### src/rtl/sbe_ram.sv
// Generic single-port-write, single-port-read RAM with registered read.
`default_nettype none
module sbe_ram #(
  parameter int unsigned Width = 8,
  parameter int unsigned Depth = 16
) (
  input  wire logic                     clk_i,
  input  wire logic                     we_i,
  input  wire logic [$clog2(Depth)-1:0] waddr_i,
  input  wire logic [Width-1:0]         wdata_i,
  input  wire logic [$clog2(Depth)-1:0] raddr_i,
  output logic      [Width-1:0]         rdata_o
);
  logic [Width-1:0] mem [Depth];
  always_ff @(posedge clk_i) begin
    if (we_i) mem[waddr_i] <= wdata_i;
    rdata_o <= mem[raddr_i];
  end
endmodule
`default_nettype wire

### config.mk
export PLATFORM = sky130hd
export DESIGN_NAME = sbe_ram
export DESIGN_NICKNAME = d
export VERILOG_FILES = /design/src/rtl/sbe_ram.sv
export SDC_FILE = /design/constraint.sdc
export NUM_CORES = 1
export LEC_CHECK = 0
export BUFFER_PORTS_ARGS = -buffer_cell sky130_fd_sc_hd__buf_2
export CORE_MARGIN = 8
export CORE_UTILIZATION = 57
export CTS_BUF_LIST = sky130_fd_sc_hd__clkbuf_8
export DETAILED_ROUTE_END_ITERATION = 8
export PLACE_DENSITY = 0.78
export SLEW_MARGIN = 20
export SYNTH_ARGS = -nofsm -noshare
export SYNTH_HDL_FRONTEND = slang
export SYNTH_SLANG_ARGS = --single-unit
### constraint.sdc
create_clock -name clk_i -period 1.68 [get_ports clk_i]
set_clock_uncertainty 0.05 [all_clocks]
set_input_delay 0.168 -clock clk_i [delete_from_list [all_inputs] [get_ports clk_i]]
set_output_delay 0.168 -clock clk_i [all_outputs]
set_load 0.01 [all_outputs]
==> out/qor.yml <==
sta:
  max-slew-margin-rel_pct: 68.7
  tightest_slew_ps: 470
  post-route-min-period_ps: 1400
  finalSetupViolCount: 0
  slew_viol_final: 0
  fmax_mhz: 713
  grt_setup_unrepaired: "no"
  hold_viol_final: 0
  fin_crit_sh_pct: 83.5
  fin_tns_setup_ps: 0
  hold_ws_ps: 75.4
synth:
  synthFlopType: "edfxtp_1"
  avgSynthCellArea_um2: 22.5
  synth-async-reset-ratio_pct: 0
  ys.warnings.count: 0
  ys_top_cells_by_count: "edfxtp_1, mux4_2, a22oi_1"
  yosysUniqueCellTypes: 19
  netlist_area_um2: 5150
  yosys.area.top_type: "edfxtp_1"
  synth_edf_count: 128
  yosysMostFrequentCell: "edfxtp_1"
  ys_seq_area_share_pct: 77.8
  synth-seq-cells: 136
  synth_top_area_share_pct: 74.7
  synthCells: 229
  syn-num-nets: 247
  synth.area.top_cells: "edfxtp_1, mux4_2, mux4_1"
hold_path:
  hold_path_class: "in2reg"
clocking:
  clk_pin_slew_worst_paths_ps: 80
  insertion_delay_ps: 420
  ctsResizeCount: 0
  post-cts-setup-buffers: 0
  cts_tree: "yes"
  clockRootBuffer: "clkbuf_8"
  clockBufferDepth: 2
  h-tree-depth: 4
  cts.hold.buffers_added: 0
  numCtsBuffers: 17
  cts.sinks: 136
die:
  die_h_um: 111
  core_um2: 8720
  dieArea_um2: 12300
  rows: 34
  die_w_um: 111
  io-pin-count: 26
  start_util_pct: 59.0
global_route:
  grt_start_max_net_pins: 22
  use_met2_pct: 26.9
  grt_use_met1_pct: 21.4
  grt-ovfl-total: 0
  grt_use_met3_pct: 4.38
  grt_pass1_wl_um: 15600
  grt_pass1_vias: 2759
  grt.total_usage_pct: 17.1
  busiest_layer: "met2"
  antenna_found_initial: 0
final_layout:
  insertedDiodeCount: 0
  drive_gt1_share_pct: 33.2
  final_util_pct: 68.9
  nets: 306
  syn_to_final_growth_pct: 16.7
run_status:
  status: "completed"
placement:
  place_hpwl_um: 6570
  portBuffers: 25
  place_congestion: 0.746
power:
  ir_worst_vdd_v: 0.000615
  p_leak_uw: 0.00208
  power_density_nw_per_um2: 1190
detailed_routing:
  drtIter0Drc: 200
  routed_wl_um: 10100
  wire_per_inst_um: 24.8
  ant_nets: 0
  num_vias: 2576
  viasPerCell: 6.30
  drcViolationCount: 0
  drtPass1Iterations: 7
setup_path:
  crit_arrival_ps: 1660
  crit_required_ps: 1940
  worstSetupPathType: "reg2reg"
  worstPathMaxFanout: 1
  startpoint_type: "flop"
  end_kind: "flop"
flow_run:
  drv_cap: 0
## final cells by class
type / instances / area [um2]
well taps: 108 / 135
clock inverters: 14 / 208
multi-input cells: 83 / 1060
flip-flops and latches: 136 / 4000
repair buffers: 50 / 350
clock buffers: 18 / 248
fillers: 504 / 2710
## per-layer routing
layer | share of wire, % | wire, um
met1 | 41 | 4180
met2 | 51 | 5190
met3 | 5.9 | 595
met4 | 1.7 | 176
met5 | 0 | 0
## state kept, by name, summed over array words and instances (netlist names)
name / cells
mem: 128
rdata_o: 8
## critical path, stage by stage, from the launching register on
cell and delay, ps:
edfxtp_1 360, mux4_1 520, a22oi_1 260, nand2_1 100
## logic make-up (layout without fill, tap and decap cells)
kind of cell    Yosys count  after routing  synth area share [%]
simple gates             35             35                  3.18
buf+inv                  10             82                  1.68
flops                   136            136                  77.8
compound gates           16             16                  2.33
mux                      32             32                  15.0
## worst paths after layout
path	start	endpoint	slack, ps	depth (start not counted)
setup / recovery	mem[9][2]	rdata_o[2]	280	3
hold / removal	wdata_i[3]	mem[0][3]	80	1
setup reg to reg	mem[9][2]	rdata_o[2]	280	3
hold reg to reg	mem[11][4]	rdata_o[4]	640	3
## power breakdown
part / switching [uW] / internal, uW
clock network: 1190 / 1800
registers: 23.9 / 3790
logic: 208 / 162
total: 1420 / 5750
## stage by stage
step / cell area [um2] / setup slack [ps] / std cells / power, uW
floorplan: 5150 / 196 / 229 / 4080
global placement: 5550 / 117 / 377 / 4240
detailed placement: 5550 / 98.7 / 377 / 4260
CTS: 6010 / 263 / 409 / 7200
global route: 6010 / 254 / 409 / 7370
finish: 6010 / 278 / 409 / 7170
## layout by cell type, fill, tap and decap left out
cell type and count:
edfxtp_1 128, buf_2 25, buf_4 22, mux4_2 18, clkbuf_8 18, a22oi_1 16, mux4_1 14, nor2_1 13
nand2_1 9, dfxtp_1 8, bufinv_16 5, clkinv_4 4, nor3_1 3, clkinv_2 3, buf_12 3, nand3b_1 2
nand2b_1 2, inv_1 2, nor2b_1 1, and2_1 1, and2b_1 1, nand3_1 1, or3b_2 1, nor3_2 1
Power figures use the tool's default switching activity.
