===== config.mk =====
export PLATFORM = sky130hd
export DESIGN_NAME = sbe_div
export DESIGN_NICKNAME = d
export VERILOG_FILES = /design/src/rtl/sbe_pkg.sv /design/src/rtl/sbe_div.sv
export SDC_FILE = /design/constraint.sdc
export NUM_CORES = 1
export LEC_CHECK = 0
export BUFFER_PORTS_ARGS = -buffer_cell sky130_fd_sc_hd__buf_2
export CAP_MARGIN = 0
export CORE_ASPECT_RATIO = 1.75
export CORE_MARGIN = 8
export CORE_UTILIZATION = 42
export DETAILED_ROUTE_END_ITERATION = 6
export REMOVE_ABC_BUFFERS = 1
export SETUP_SLACK_MARGIN = 0.5
export SLEW_MARGIN = 0
export SYNTH_ARGS = -nofsm -noshare
export SYNTH_HDL_FRONTEND = slang
export SYNTH_SLANG_ARGS = --single-unit
export TNS_END_PERCENT = 50

===== constraint.sdc =====
create_clock -name clk_i -period 4.9 [get_ports clk_i]
set_input_delay 0.735 -clock clk_i [delete_from_list [all_inputs] [get_ports clk_i]]
set_output_delay 0.735 -clock clk_i [all_outputs]
set_load 0.01 [all_outputs]

===== src/rtl/sbe_pkg.sv =====
// Package: shared constants, opcodes, tags and error codes for the bytecode executor.
`default_nettype none
package sbe_pkg;
  localparam int unsigned StackDepth  = 64;
  localparam int unsigned GlobalSlots = 256;
  localparam int unsigned ValueWidth  = 32;
  localparam int unsigned SpW   = $clog2(StackDepth) + 1;
  localparam int unsigned SaW   = $clog2(StackDepth);
  localparam int unsigned GaW   = (GlobalSlots > 1) ? $clog2(GlobalSlots) : 1;
  localparam int unsigned EntW  = ValueWidth + 2;

  typedef enum logic [4:0] {
    OP_CONST = 5'd0, OP_TRUE = 5'd1, OP_BFALSE = 5'd2, OP_ADD = 5'd3, OP_SUB = 5'd4,
    OP_MUL = 5'd5, OP_DIV = 5'd6, OP_EQ = 5'd7, OP_LESS = 5'd8, OP_JUMP = 5'd9,
    OP_JIF = 5'd10, OP_LOOP = 5'd11, OP_SHOW = 5'd12, OP_READ = 5'd13,
    OP_DEFG = 5'd14, OP_GETG = 5'd15, OP_SETG = 5'd16, OP_RET = 5'd17
  } op_e;

  localparam logic [1:0] TagNone = 2'd0;
  localparam logic [1:0] TagInt  = 2'd1;
  localparam logic [1:0] TagBool = 2'd2;

  localparam logic [2:0] ErrNone   = 3'd0;
  localparam logic [2:0] ErrOpcode = 3'd1;
  localparam logic [2:0] ErrUnder  = 3'd2;
  localparam logic [2:0] ErrOver   = 3'd3;
  localparam logic [2:0] ErrDivz   = 3'd4;
endpackage
`default_nettype wire


===== src/rtl/sbe_div.sv =====
// Iterative signed divider, one quotient bit per cycle, truncating toward zero.
`default_nettype none
module sbe_div import sbe_pkg::*; (
  input  wire logic                  clk_i,
  input  wire logic                  rst_ni,
  input  wire logic                  start_i,
  input  wire logic [ValueWidth-1:0] a_i,
  input  wire logic [ValueWidth-1:0] b_i,
  output logic                       done_o,
  output logic      [ValueWidth-1:0] q_o
);
  localparam int unsigned CntW = $clog2(ValueWidth + 1);
  logic [ValueWidth-1:0] rem_q, rem_d, quo_q, quo_d, dvs_q, dvs_d;
  logic [CntW-1:0] cnt_q, cnt_d;
  logic neg_q, neg_d, busy_q, busy_d;
  logic [ValueWidth:0] trial;
  logic [ValueWidth-1:0] ma, mb;

  always_comb begin
    ma = a_i[ValueWidth-1] ? (~a_i + 1'b1) : a_i;
    mb = b_i[ValueWidth-1] ? (~b_i + 1'b1) : b_i;
    rem_d = rem_q; quo_d = quo_q; dvs_d = dvs_q; cnt_d = cnt_q;
    neg_d = neg_q; busy_d = busy_q;
    trial = {rem_q, quo_q[ValueWidth-1]} - {1'b0, dvs_q};
    done_o = 1'b0;
    if (start_i && !busy_q) begin
      rem_d = '0; quo_d = ma; dvs_d = mb; neg_d = a_i[ValueWidth-1] ^ b_i[ValueWidth-1];
      cnt_d = CntW'(ValueWidth); busy_d = 1'b1;
    end else if (busy_q) begin
      if (cnt_q == '0) begin
        done_o = 1'b1; busy_d = 1'b0;
      end else begin
        if (!trial[ValueWidth]) begin
          rem_d = trial[ValueWidth-1:0];
          quo_d = {quo_q[ValueWidth-2:0], 1'b1};
        end else begin
          rem_d = {rem_q[ValueWidth-2:0], quo_q[ValueWidth-1]};
          quo_d = {quo_q[ValueWidth-2:0], 1'b0};
        end
        cnt_d = cnt_q - 1'b1;
      end
    end
  end
  assign q_o = neg_q ? (~quo_q + 1'b1) : quo_q;

  always_ff @(posedge clk_i or negedge rst_ni) begin
    if (!rst_ni) begin
      busy_q <= 1'b0; cnt_q <= '0;
    end else begin
      busy_q <= busy_d; cnt_q <= cnt_d;
    end
  end
  always_ff @(posedge clk_i) begin
    rem_q <= rem_d; quo_q <= quo_d; dvs_q <= dvs_d; neg_q <= neg_d;
  end
endmodule
`default_nettype wire


==> metrics.txt <==
status=finished clean; Final Hold Viols=0; die width=118 um; Total Routing Usage GR=16.9%; post-CTS setup repair buffer count=0; drt drc=0; CP max FO=4; post-DR wirelength/cell=16.0 um; H-tree levels=3; RR Endpoint=rem_q[1]; first-pass GRT wire length=32.3 mm; cell total after placement=1194; register area share after synthesis=36.1%; Placeable Area=18000 sq um; Initial Util=42.7%; Peak Freq=241 MHz; Max VDD drop=0.449 mV; Die Ht=195 um; final worst setup slack=0.751 ns; CTS tree=done; number of warnings issued by yosys=0; count of antenna-violating nets left after detailed routing=0; Syn Inst Count=899; post-CTS sizing=0; area fraction of the dominant cell type after synthesis=25.4%; WL final=19.4 mm; CTS sink cnt=104; layout net count=1075; Total Power=5.55 mW; Yosys cell types=60; worst path required time=4.16 ns; Comb pwr share=55.8%; MaxCap Viol Count=0; post-synthesis adder-cell area fraction=6.13%; Post-CTS Hold Buffers=0; area grow syn2layout=12.7%; Psw=2.51 mW; Reg power frac=31.2%; Reg2Reg Setup Slack=1.36 ns; GRT Residual Overflow=0; main combinational cell family by area after synthesis=simple AND/OR/NAND/NOR gates; critical path endpoint category=output pin; Routability Congestion=0.854; Final Setup Violations=0; pwr/cell area=641 nW/um^2; CTS Root Cell=clkbuf_16; Slew @ Worst Pin=0.943 ns; crit share post-route=84.7%; mux cell area share after synthesis=0.652%; clock buffer depth=2; sw frac=45.2%; synthesized area per cell=8.53 sq um; EDFF count, synth=65; HPWL reported at the end of detailed placement=15.1 mm; Clock transition at path regs=0.07 ns; die area=23000 sq um; startpoint types=flop; DR vias/cell=5.45; drt first-iter violations=206; port bufs=99; RSZ-0062 raised after global routing=false; #FFs+latches synth=104; r2r startpoint=quo_q[31]; max_slew headroom=37.1%; Synth Area in Compound Gates=19.1%; via count=6597; Fin Hold WS=0.208 ns; worst r2r path cells=13; Clock Latency Late Sink=0.35 ns; Synth Area in XOR/XNOR=13.7%; largest net degree at the start of global routing=60; Area contributors post-synth=edfxtp_1 (25%), xnor2_1 (8.7%), dfxtp_1 (8.4%); simple-gate portion of the synthesized area=19.5%; dominant cell type by area after synthesis=edfxtp_1; fraction of layout cells with a size suffix above 1=13.6%; total CTS buffers=9; hold crit path type=in2async; io pins=100; initial antenna violation count=2; Setup Crit Path Kind=reg2out; Worst Path Arrival=3.41 ns; final slew viol count=0; Clk network pwr share=13.0%; Synth Flop Type=edfxtp_1; Leak Pwr=3.55 nW; Period minus WS final=4.15 ns; Pint=3.04 mW; dpl ws=0.740 ns; Post-Synthesis Cell Area=7670 sq um; Initial DRT Pass Iterations=4; Final Instance Count excl. Fillers=1211; Site Rows=65; number of global-route vias before repair=6766; FFs w/ async S/R, synth=6.73%; final core occ=48.1%; clock skew=0.0116 ns
-- state kept, by name (all words and copies together), names as in the netlist --
name	flops
quo_q	32
busy_q	1
dvs_q	32
rem_q	32
neg_q	1
cnt_q	6
-- synthesized netlist by cell type, types with 3 or more instances --
master,instances
clkbuf_1,40
buf_1,4
nor2_1,37
dfrtp_1,7
o311ai_0,6
o211ai_1,4
nand2b_1,7
a31oi_1,3
nand2_1,119
mux2i_1,5
inv_1,53
o21ai_1,8
xor2_1,44
o41ai_1,8
dfxtp_1,32
xnor2_1,76
nand3_1,64
a2111oi_0,3
a21oi_1,41
edfxtp_1,65
o21a_1,5
nand4_1,9
or3_1,18
o21ai_0,79
nor3_1,6
a211o_1,3
o31ai_1,33
nor4_1,5
a21o_1,13
ha_1,36
or4_1,13
a32oi_1,9
nor2b_1,8
nand3b_1,3
-- how the worst max path moves through the flow --
stage | end | startpoint | slack [ns] | cells past startpoint
global route | q_o[29] | quo_q[12] | 0.56 | 10
floorplan | quo_q[0] | start_i | -0.10 | 4
finish | q_o[28] | quo_q[5] | 0.75 | 10
global placement | dvs_q[28] | b_i[1] | 0.83 | 11
detailed placement | dvs_q[28] | b_i[1] | 0.74 | 11
CTS | q_o[28] | quo_q[3] | 0.71 | 10
-- layout make-up --
type / instances / area [sq um]
repair buffers: 107 / 556
clock inverters: 5 / 58.8
clock buffers: 11 / 233
fillers: 1732 / 9330
flip-flops and latches: 104 / 2770
inverters: 53 / 199
well taps: 234 / 293
diodes: 1 / 2.50
multi-input cells: 696 / 4540
-- cells by family after synthesis --
family	Yosys count
AND/OR/NAND/NOR	306
multiplexers	5
flip-flops	104
XOR/XNOR	120
adder cells (fa/ha/maj)	37
buffers and inverters	99
AO/OA/AOI/OAI	228
-- power by group through the flow --
| stage | Sequential, mW | Clock (mW) | Combinational (mW) |
|---|---|---|---|
| final | 1.73 | 0.721 | 3.09 |
| after global routing | 1.78 | 0.771 | 3.49 |
| after CTS | 1.73 | 0.749 | 3.14 |
| after detailed placement | 1.75 | 0 | 3.13 |
| after global placement | 1.74 | 0 | 3.11 |
| after floorplan | 1.66 | 0 | 2.22 |
-- critical path: stages (launching register included) --
cell	delay, ns
edfxtp_1	0.43
nor4_1	0.58
nand2_1	0.22
nor2_1	0.13
nand2_1	0.11
or3_1	0.41
or4_1	0.47
nand2b_1	0.20
o21ai_0	0.22
xnor2_1	0.14
buf_2	0.15
-- stage by stage --
step | instance area, sq um | setup TNS, ns
floorplan | 7490 | -3.28
global placement | 8350 | 0
detailed placement | 8350 | 0
CTS | 8650 | 0
global route | 8650 | 0
finish | 8650 | 0
-- layout by cell type (no fill, tap or decap), types with 33 or more instances in the layout --
cell | netlist | routed
a21oi_1 | 41 | 41
buf_2 | 1 | 99
edfxtp_1 | 65 | 65
ha_1 | 36 | 36
inv_1 | 53 | 52
nand2_1 | 119 | 118
nand3_1 | 64 | 64
nor2_1 | 37 | 36
o21ai_0 | 79 | 79
o31ai_1 | 33 | 33
xnor2_1 | 76 | 75
xor2_1 | 44 | 44
-- layer usage --
| layer | vias to the layer above | global-route usage [%] | wire [um] |
|---|---|---|---|
| met1 | 3079 | 16.5 | 7230 |
| met2 | 110 | 33.5 | 10900 |
| met5 | - | 0 | 8 |
| met3 | 27 | 3.22 | 806 |
| met4 | 2 | 6.87 | 444 |
| li1 | 3379 | - | - |
Power figures use the tool's default switching activity.
